<file path="src/hw/rtl/drrl_pkg.sv">
// Shared types and constants for the decimal record ring log.
`default_nettype none

package drrl_pkg;

    // Fixed field widths of the command and result words.
    localparam int VALUE_W  = 64;
    localparam int OFS_W    = 9;
    localparam int BYTE_W   = 8;
    localparam int FILL_W   = 10;
    localparam int EVICT_W  = 9;

    // Decimal conversion geometry.
    localparam int MAX_DIGITS = 20;
    localparam int DIGIT_W    = 4;
    localparam int BCD_W      = MAX_DIGITS * DIGIT_W;
    localparam int LEN_W      = 5;
    localparam int BIT_CNT_W  = 6;

    // Stored characters.
    localparam logic [BYTE_W-1:0] CHAR_SPACE = 8'h20;
    localparam logic [BYTE_W-1:0] CHAR_ZERO  = 8'h30;

    // Command opcodes.
    localparam logic OP_PUSH = 1'b0;
    localparam logic OP_READ = 1'b1;

    // Sequencer states.
    typedef enum logic [2:0] {
        ST_IDLE,
        ST_CONV,
        ST_NORM,
        ST_EV_TEST,
        ST_EV_SCAN,
        ST_WRITE,
        ST_RD_ADDR,
        ST_RD_OUT
    } t_state;

endpackage

`default_nettype wire

</file>
<file path="src/hw/rtl/decimal_record_ring_log.sv">
// Top level of the decimal record ring log: sequencer, converter and byte store.
//
//   Channel   Direction  Handshake          Contents
//   command   in         start & !busy      i_opcode, i_value, i_read_offset
//   result    out        o_strobe (1 cyc)   o_read_byte, o_byte_valid, o_past_end,
//                                           o_fill_bytes, o_records_evicted
//
// Read: accept, then the registered store read and the result register, then the strobe.
// Push: conversion one bit at a time, leading zeros dropped one digit at a time, one test per evicted record
// plus one, evicted bytes removed one at a time, then the digits and the closing space written.
// Reset clears the sequencer, oldest index and fill count; the store is not cleared.
// busy is high from accept until the strobe; the receiver cannot stall results.
`default_nettype none

module decimal_record_ring_log #(
    parameter int BUFFER_BYTES = 512
) (
    input  wire logic                          i_clk,
    input  wire logic                          i_rst_n,
    input  wire logic                          start,
    output logic                               busy,
    input  wire logic                          i_opcode,
    input  wire logic [drrl_pkg::VALUE_W-1:0]  i_value,
    input  wire logic [drrl_pkg::OFS_W-1:0]    i_read_offset,
    output logic                               o_strobe,
    output logic [drrl_pkg::BYTE_W-1:0]        o_read_byte,
    output logic                               o_byte_valid,
    output logic                               o_past_end,
    output logic [drrl_pkg::FILL_W-1:0]        o_fill_bytes,
    output logic [drrl_pkg::EVICT_W-1:0]       o_records_evicted
);

    // Address, fill count and address-sum widths.
    localparam int AW = $clog2(BUFFER_BYTES);
    localparam int CW = $clog2(BUFFER_BYTES + 1);
    localparam int SW = ((AW > drrl_pkg::OFS_W) ? AW : drrl_pkg::OFS_W) + 1;

    localparam int BW  = drrl_pkg::BCD_W;
    localparam int DW  = drrl_pkg::DIGIT_W;
    localparam int LW  = drrl_pkg::LEN_W;

    // Control state.
    drrl_pkg::t_state r_state, n_state;
    logic [AW-1:0]    r_oldest, n_oldest;
    logic [CW-1:0]    r_fill, n_fill;
    logic             r_strobe, n_strobe;

    // Work registers.
    logic [drrl_pkg::VALUE_W-1:0]   r_val, n_val;
    logic [BW-1:0]                  r_bcd, n_bcd;
    logic [drrl_pkg::BIT_CNT_W-1:0] r_bit, n_bit;
    logic [LW-1:0]                  r_len, n_len;
    logic [AW-1:0]                  r_wp, n_wp;
    logic [drrl_pkg::OFS_W-1:0]     r_offset, n_offset;
    logic [drrl_pkg::EVICT_W-1:0]   r_evict, n_evict;

    // Result word registers.
    logic [drrl_pkg::BYTE_W-1:0]  r_out_byte, n_out_byte;
    logic                         r_out_valid, n_out_valid;
    logic                         r_out_past, n_out_past;
    logic [drrl_pkg::FILL_W-1:0]  r_out_fill, n_out_fill;
    logic [drrl_pkg::EVICT_W-1:0] r_out_evict, n_out_evict;

    // Byte store.
    logic [drrl_pkg::BYTE_W-1:0] r_mem [BUFFER_BYTES];
    logic [drrl_pkg::BYTE_W-1:0] r_rd_data;
    logic [AW-1:0]               rd_addr;
    logic                        wr_en;
    logic [drrl_pkg::BYTE_W-1:0] wr_data;

    // Datapath helpers.
    logic [AW-1:0]        oldest_inc;
    logic [AW-1:0]        wp_inc;
    logic [SW-1:0]        rd_sum;
    logic [AW-1:0]        rd_ring;
    logic                 rd_in_range;
    logic [CW:0]          wr_sum;
    logic [AW-1:0]        wr_start;
    logic                 need_evict;
    logic [BW-1:0]        bcd_adj;
    logic [DW-1:0]        top_digit;

    assign busy              = (r_state != drrl_pkg::ST_IDLE);
    assign o_strobe          = r_strobe;
    assign o_read_byte       = r_out_byte;
    assign o_byte_valid      = r_out_valid;
    assign o_past_end        = r_out_past;
    assign o_fill_bytes      = r_out_fill;
    assign o_records_evicted = r_out_evict;

    // Ring pointer increments with wrap at the buffer size.
    assign oldest_inc = (r_oldest == AW'(BUFFER_BYTES - 1)) ? '0 : r_oldest + 1'b1;
    assign wp_inc     = (r_wp == AW'(BUFFER_BYTES - 1)) ? '0 : r_wp + 1'b1;

    // Read address: oldest plus offset, folded once into the ring.
    assign rd_sum      = SW'(r_oldest) + SW'(r_offset);
    assign rd_ring     = (rd_sum >= SW'(BUFFER_BYTES)) ? AW'(rd_sum - SW'(BUFFER_BYTES))
                                                       : AW'(rd_sum);
    assign rd_in_range = (SW'(r_offset) < SW'(r_fill));

    // First free position: oldest plus fill, folded once into the ring.
    assign wr_sum   = (CW+1)'(r_oldest) + (CW+1)'(r_fill);
    assign wr_start = (wr_sum >= (CW+1)'(BUFFER_BYTES)) ? AW'(wr_sum - (CW+1)'(BUFFER_BYTES))
                                                        : AW'(wr_sum);

    // A record must go while the new digits would reach the buffer size.
    assign need_evict = (r_fill != '0) &&
                        (((CW+1)'(r_fill) + (CW+1)'(r_len)) >= (CW+1)'(BUFFER_BYTES));

    assign top_digit = r_bcd[BW-1 -: DW];

    // Double-dabble correction: every BCD digit of five or more gets three added.
    always_comb begin
        for (int d = 0; d < drrl_pkg::MAX_DIGITS; d++) begin
            if (r_bcd[d*DW +: DW] >= DW'(5)) begin
                bcd_adj[d*DW +: DW] = r_bcd[d*DW +: DW] + DW'(3);
            end else begin
                bcd_adj[d*DW +: DW] = r_bcd[d*DW +: DW];
            end
        end
    end

    // Store read address for the next cycle.
    always_comb begin
        case (r_state)
            drrl_pkg::ST_EV_SCAN: rd_addr = oldest_inc;
            drrl_pkg::ST_RD_ADDR: rd_addr = rd_ring;
            default:              rd_addr = r_oldest;
        endcase
    end

    // Store write: digits most significant first, then the closing space.
    assign wr_en   = (r_state == drrl_pkg::ST_WRITE);
    assign wr_data = (r_len != '0) ? (drrl_pkg::CHAR_ZERO | drrl_pkg::BYTE_W'(top_digit))
                                   : drrl_pkg::CHAR_SPACE;

    // Next state and datapath control.
    always_comb begin
        n_state     = r_state;
        n_oldest    = r_oldest;
        n_fill      = r_fill;
        n_strobe    = 1'b0;
        n_val       = r_val;
        n_bcd       = r_bcd;
        n_bit       = r_bit;
        n_len       = r_len;
        n_wp        = r_wp;
        n_offset    = r_offset;
        n_evict     = r_evict;
        n_out_byte  = r_out_byte;
        n_out_valid = r_out_valid;
        n_out_past  = r_out_past;
        n_out_fill  = r_out_fill;
        n_out_evict = r_out_evict;

        case (r_state)
            drrl_pkg::ST_IDLE: begin
                if (start) begin
                    n_offset = i_read_offset;
                    n_val    = i_value;
                    n_bcd    = '0;
                    n_bit    = '0;
                    n_evict  = '0;
                    n_len    = LW'(drrl_pkg::MAX_DIGITS);
                    if (i_opcode == drrl_pkg::OP_READ) begin
                        n_state = drrl_pkg::ST_RD_ADDR;
                    end else begin
                        n_state = drrl_pkg::ST_CONV;
                    end
                end
            end

            // One binary bit shifts into the BCD register each cycle.
            drrl_pkg::ST_CONV: begin
                n_bcd = {bcd_adj[BW-2:0], r_val[drrl_pkg::VALUE_W-1]};
                n_val = {r_val[drrl_pkg::VALUE_W-2:0], 1'b0};
                n_bit = r_bit + 1'b1;
                if (r_bit == drrl_pkg::BIT_CNT_W'(drrl_pkg::VALUE_W - 1)) begin
                    n_state = drrl_pkg::ST_NORM;
                end
            end

            // Drop leading zero digits one per cycle, keeping at least one.
            drrl_pkg::ST_NORM: begin
                if ((r_len > LW'(1)) && (top_digit == '0)) begin
                    n_bcd = {r_bcd[BW-DW-1:0], DW'(0)};
                    n_len = r_len - 1'b1;
                end else begin
                    n_state = drrl_pkg::ST_EV_TEST;
                end
            end

            // Decide between evicting another record and writing the new one.
            drrl_pkg::ST_EV_TEST: begin
                if (need_evict) begin
                    n_state = drrl_pkg::ST_EV_SCAN;
                end else begin
                    n_wp    = wr_start;
                    n_state = drrl_pkg::ST_WRITE;
                end
            end

            // Remove one byte per cycle; a space or an empty store ends the record.
            drrl_pkg::ST_EV_SCAN: begin
                n_oldest = oldest_inc;
                n_fill   = r_fill - 1'b1;
                if ((r_rd_data == drrl_pkg::CHAR_SPACE) || (r_fill == CW'(1))) begin
                    n_evict = r_evict + 1'b1;
                    n_state = drrl_pkg::ST_EV_TEST;
                end
            end

            // One byte written per cycle; the space closes the record.
            drrl_pkg::ST_WRITE: begin
                n_wp   = wp_inc;
                n_fill = r_fill + 1'b1;
                if (r_len != '0) begin
                    n_bcd = {r_bcd[BW-DW-1:0], DW'(0)};
                    n_len = r_len - 1'b1;
                end else begin
                    n_strobe    = 1'b1;
                    n_out_byte  = '0;
                    n_out_valid = 1'b0;
                    n_out_past  = 1'b0;
                    n_out_fill  = drrl_pkg::FILL_W'(r_fill + 1'b1);
                    n_out_evict = r_evict;
                    n_state     = drrl_pkg::ST_IDLE;
                end
            end

            drrl_pkg::ST_RD_ADDR: begin
                n_state = drrl_pkg::ST_RD_OUT;
            end

            // The store byte is now registered; form the read result.
            drrl_pkg::ST_RD_OUT: begin
                n_strobe    = 1'b1;
                n_out_byte  = rd_in_range ? r_rd_data : '0;
                n_out_valid = rd_in_range;
                n_out_past  = !rd_in_range;
                n_out_fill  = drrl_pkg::FILL_W'(r_fill);
                n_out_evict = '0;
                n_state     = drrl_pkg::ST_IDLE;
            end

            default: begin
                n_state = drrl_pkg::ST_IDLE;
            end
        endcase
    end

    // Control registers.
    always_ff @(posedge i_clk) begin
        if (!i_rst_n) begin
            r_state  <= drrl_pkg::ST_IDLE;
            r_oldest <= '0;
            r_fill   <= '0;
            r_strobe <= 1'b0;
        end else begin
            r_state  <= n_state;
            r_oldest <= n_oldest;
            r_fill   <= n_fill;
            r_strobe <= n_strobe;
        end
    end

    // Work and result registers.
    always_ff @(posedge i_clk) begin
        r_val       <= n_val;
        r_bcd       <= n_bcd;
        r_bit       <= n_bit;
        r_len       <= n_len;
        r_wp        <= n_wp;
        r_offset    <= n_offset;
        r_evict     <= n_evict;
        r_out_byte  <= n_out_byte;
        r_out_valid <= n_out_valid;
        r_out_past  <= n_out_past;
        r_out_fill  <= n_out_fill;
        r_out_evict <= n_out_evict;
    end

    // Byte store with one write port and one registered read port.
    always_ff @(posedge i_clk) begin
        if (wr_en) begin
            r_mem[r_wp] <= wr_data;
        end
        r_rd_data <= r_mem[rd_addr];
    end

endmodule

`default_nettype wire
</file>
<file path="config.mk">
export PLATFORM = sky130hd
export DESIGN_NAME = decimal_record_ring_log
export DESIGN_NICKNAME = d
export VERILOG_FILES = /design/src/hw/rtl/drrl_pkg.sv /design/src/hw/rtl/decimal_record_ring_log.sv
export SDC_FILE = /design/constraint.sdc
export NUM_CORES = 2
export LEC_CHECK = 0
export BUFFER_PORTS_ARGS = -buffer_cell sky130_fd_sc_hd__buf_2
export CELL_PAD_IN_SITES_DETAIL_PLACEMENT = 1
export CELL_PAD_IN_SITES_GLOBAL_PLACEMENT = 2
export CORE_ASPECT_RATIO = 1.5
export CORE_MARGIN = 5
export CORE_UTILIZATION = 52
export CTS_CLUSTER_SIZE = 28
export DETAILED_ROUTE_END_ITERATION = 16
export PLACE_DENSITY = 0.83
export SYNTH_ARGS = -nofsm -noshare
export SYNTH_HDL_FRONTEND = slang
export SYNTH_SLANG_ARGS = --single-unit
export TNS_END_PERCENT = 100
</file>
<file path="constraint.sdc">
create_clock -name i_clk -period 29.7 [get_ports i_clk]
set_clock_uncertainty 0.05 [all_clocks]
set_input_delay 1.485 -clock i_clk [delete_from_list [all_inputs] [get_ports i_clk]]
set_output_delay 1.485 -clock i_clk [all_outputs]
set_load 0.02 [all_outputs]
</file>
==> run_results.csv <==
group,metric,value,unit
layout,nets,7294,
die,ios,108,
die,rows,211,
critical_path,worstPathRequired,30390,ps
critical_path,cp.arrival,9030,ps
die,start_util,52.2,%
route,dr.first_iter.drc_count,8944,
sta,tns,0,ps
clock_network,clk_pin_slew,70,ps
synthesis,yosys_most_used_dff,"edfxtp_1",
placed_design,io_buffers,105,
synthesis,ys_types,83,
route,avgViaCountPerCell,6.67,
placed_design,dp.cells,9735,
layout,area_growth,10.4,%
run,drv_cap,0,
sta,rsz0062_at_grt,"no",
global_routing,grt_overflow,0,
synthesis,ys_ff_latch,2797,
synthesis,syn_avg_cell_area,16.2,sq um
clock_network,cts_setup_buffers,0,
global_routing,grt_pass1_vias,71100,
global_routing,grt_max_degree,228,
die,die-area,0.230,sq mm
synthesis,syn_inst,7056,
sta,worst_pin_slew,1460,ps
run_status,outcome,"finished, final reports clean",
critical_path,cp-start-kind,"register",
sta,post-route-period-util,28.1,%
critical_path,max_stage_delay,760,ps
pwr,ir_worst_vdd,0.0000840,V
critical_path,worst-path-max-fanout,128,
route,wire_per_inst,36.1,um
sta,final_hold_viol_count,0,
route,first_pass_iters,5,
clock_network,cts_buffer_depth,4,
global_routing,grt-busiest-layer,"met2",
layout,fin_area,0.127,sq mm
critical_path,cpMaxStageDelayCell,"buf_4",
clock_network,clockRootBuffer,"clkbuf_16",
placed_design,dp_hpwl,223000,um
sta,timing.final.ws_setup,21360,ps
synthesis,yosys-top-cells-area,"edfxtp_1 (73%), mux4_2 (8.8%), nand2_1 (3.2%)",
critical_path,cp_common_cell,"buf_4",
global_routing,grtUsageMet2,52.3,%
layout,stdcell_count,10200,
clock_network,insertion_delay,850,ps
synthesis,yosys_warnings,0,
critical_path,path_class,"reg -> reg",
min_path,min_path_type,"reg -> reg",
route,routed_wl,368000,um
sta,max_freq,0.120,GHz
clock_network,ctsResizeCount,0,
pwr,power.density,94.0,mW/mm^2
die,core_area,0.220,sq mm
global_routing,use_met3,6.28,%
pwr,leakage,39.6,nW
sta,max_slew_margin,2.68,%
clock_network,cts_tree,"built",
global_routing,grt_pass1_wl,524000,um
global_routing,grt.total_usage,31.9,%
sta,period_needed,8340,ps
clock_network,htree_levels,5,
sta,holdWs,455,ps
route,num_vias,68000,
critical_path,worstPathCellList,"ha_1, nand3_1, nor2_1, and3_1, ha_1, nor2_2, a211oi_4, nor2_4, buf_4, buf_12, buf_4, buf_4, buf_4, mux4_2, mux4_2, a22oi_1, nor2_1, or3_1, o221a_1, a211o_1",
global_routing,use_met1,38.4,%
synthesis,synth.cell_area,0.115,sq mm
layout,final_common_cell,"edfxtp_1",
layout,fin_util,57.6,%
critical_path,worst_setup_path_end_kind,"register",
clock_network,cts_buffers,268,
layout,mostFrequentLayoutCells,"edfxtp_1 (2769), nand2_1 (969), nor2_1 (625)",
synthesis,ys_async_sr_fraction,0,%
placed_design,place_area,0.118,sq mm
die,die_x,393,um
placed_design,dpl_worst_slack,21390,ps
synthesis,synth_top_cell_area_share,72.6,%
global_routing,antenna_found_initial,18,
synthesis,synth_edf_count,2769,
clock_network,ctsHoldBuffers,0,
layout,drive_gt1_share,15.6,%
synthesis,synth_seq_area_share,73.1,%
die,dieHeight,585,um
synthesis,synth_largest_area_cell,"edfxtp_1",
clock_network,numClockSinks,2797,
route,route.detailed.drc,0,
pwr,finalPower,11.9,mW
sta,finalMaxSlewViolations,0,
sta,setup_viol,0,
placed_design,gp_congestion,0.860,
route,ant_nets,0,
## state kept, by name, indices dropped and copies added, names as in the netlist, 10 cells and up
register / flops
r_bcd: 80
r_val: 64
r_mem: 2560
r_fill: 10
o_fill_bytes: 10
## cell usage after synthesis (24+ instances only)
master	n
buf_4	57
o22ai_1	31
buf_2	107
nor3_1	44
a31oi_1	49
a211oi_1	55
a22oi_1	40
edfxtp_1	2769
buf_6	37
ha_1	84
nand2_1	986
and3_1	58
inv_1	63
a32oi_1	76
nand3_1	161
a21oi_1	237
nand4_1	46
nand2b_1	29
xor2_1	33
and2_1	25
xnor2_1	45
o31ai_1	28
mux4_2	448
buf_1	24
a311oi_1	28
o21ai_0	149
nor3b_1	25
mux2i_1	169
nor2_1	646
dfxtp_1	28
a221oi_1	62
clkbuf_1	223
## metal layers
layer  part of all wire (%)  up-vias
met5                  0.025        -
met4                    8.4       12
met3                    9.1     1077
met2                     49     3987
met1                     34    35400
li1                       -    27600
## layout make-up
| class | instances | area (sq um) |
|---|---|---|
| fillers | 19700 | 93100 |
| flip-flops and latches | 2797 | 83700 |
| multi-input cells | 3748 | 28600 |
| clock buffers | 324 | 7130 |
| well taps | 2875 | 3600 |
| repair buffers | 251 | 1830 |
| clock inverters | 132 | 1340 |
| inverters | 64 | 240 |
| diodes | 11 | 27.5 |
## final timing paths
check	slack [ps]	endpoint	cells after the start	from
worst max register to register	21360	r_rd_data[3]$_DFF_P_	20	r_oldest[0]$_SDFFE_PN0P_
worst min-delay path	460	r_val[12]$_DFFE_PP_	2	r_val[11]$_DFFE_PP_
worst max-delay path	21360	r_rd_data[3]$_DFF_P_	20	r_oldest[0]$_SDFFE_PN0P_
worst min register to register	460	r_val[12]$_DFFE_PP_	2	r_val[11]$_DFFE_PP_
## cell families after synthesis
family | synth area share (%)
AOI/OAI and AO/OA | 5.13
xor gates and xnor gates | 0.596
muxes | 10.3
other | 0.00327
and+or+nand+nor | 7.68
adders and majority gates | 0.970
buffers and inverters | 2.22
DFF | 73.1
## worst max-delay path, delay by kind of cell, from the launching register on
family	cells	cell delay, ps
buf+inv	5	3200
flops	1	460
compound gates	4	1080
simple gates	7	1650
fa+ha+maj	2	680
mux	2	930
## power by group
part | internal [mW] | switching, mW
sequential | 4.95 | 0.132
clock | 1.93 | 1.48
combinational | 1.12 | 2.28
No activity file was read; power rests on OpenSTA's default activity.
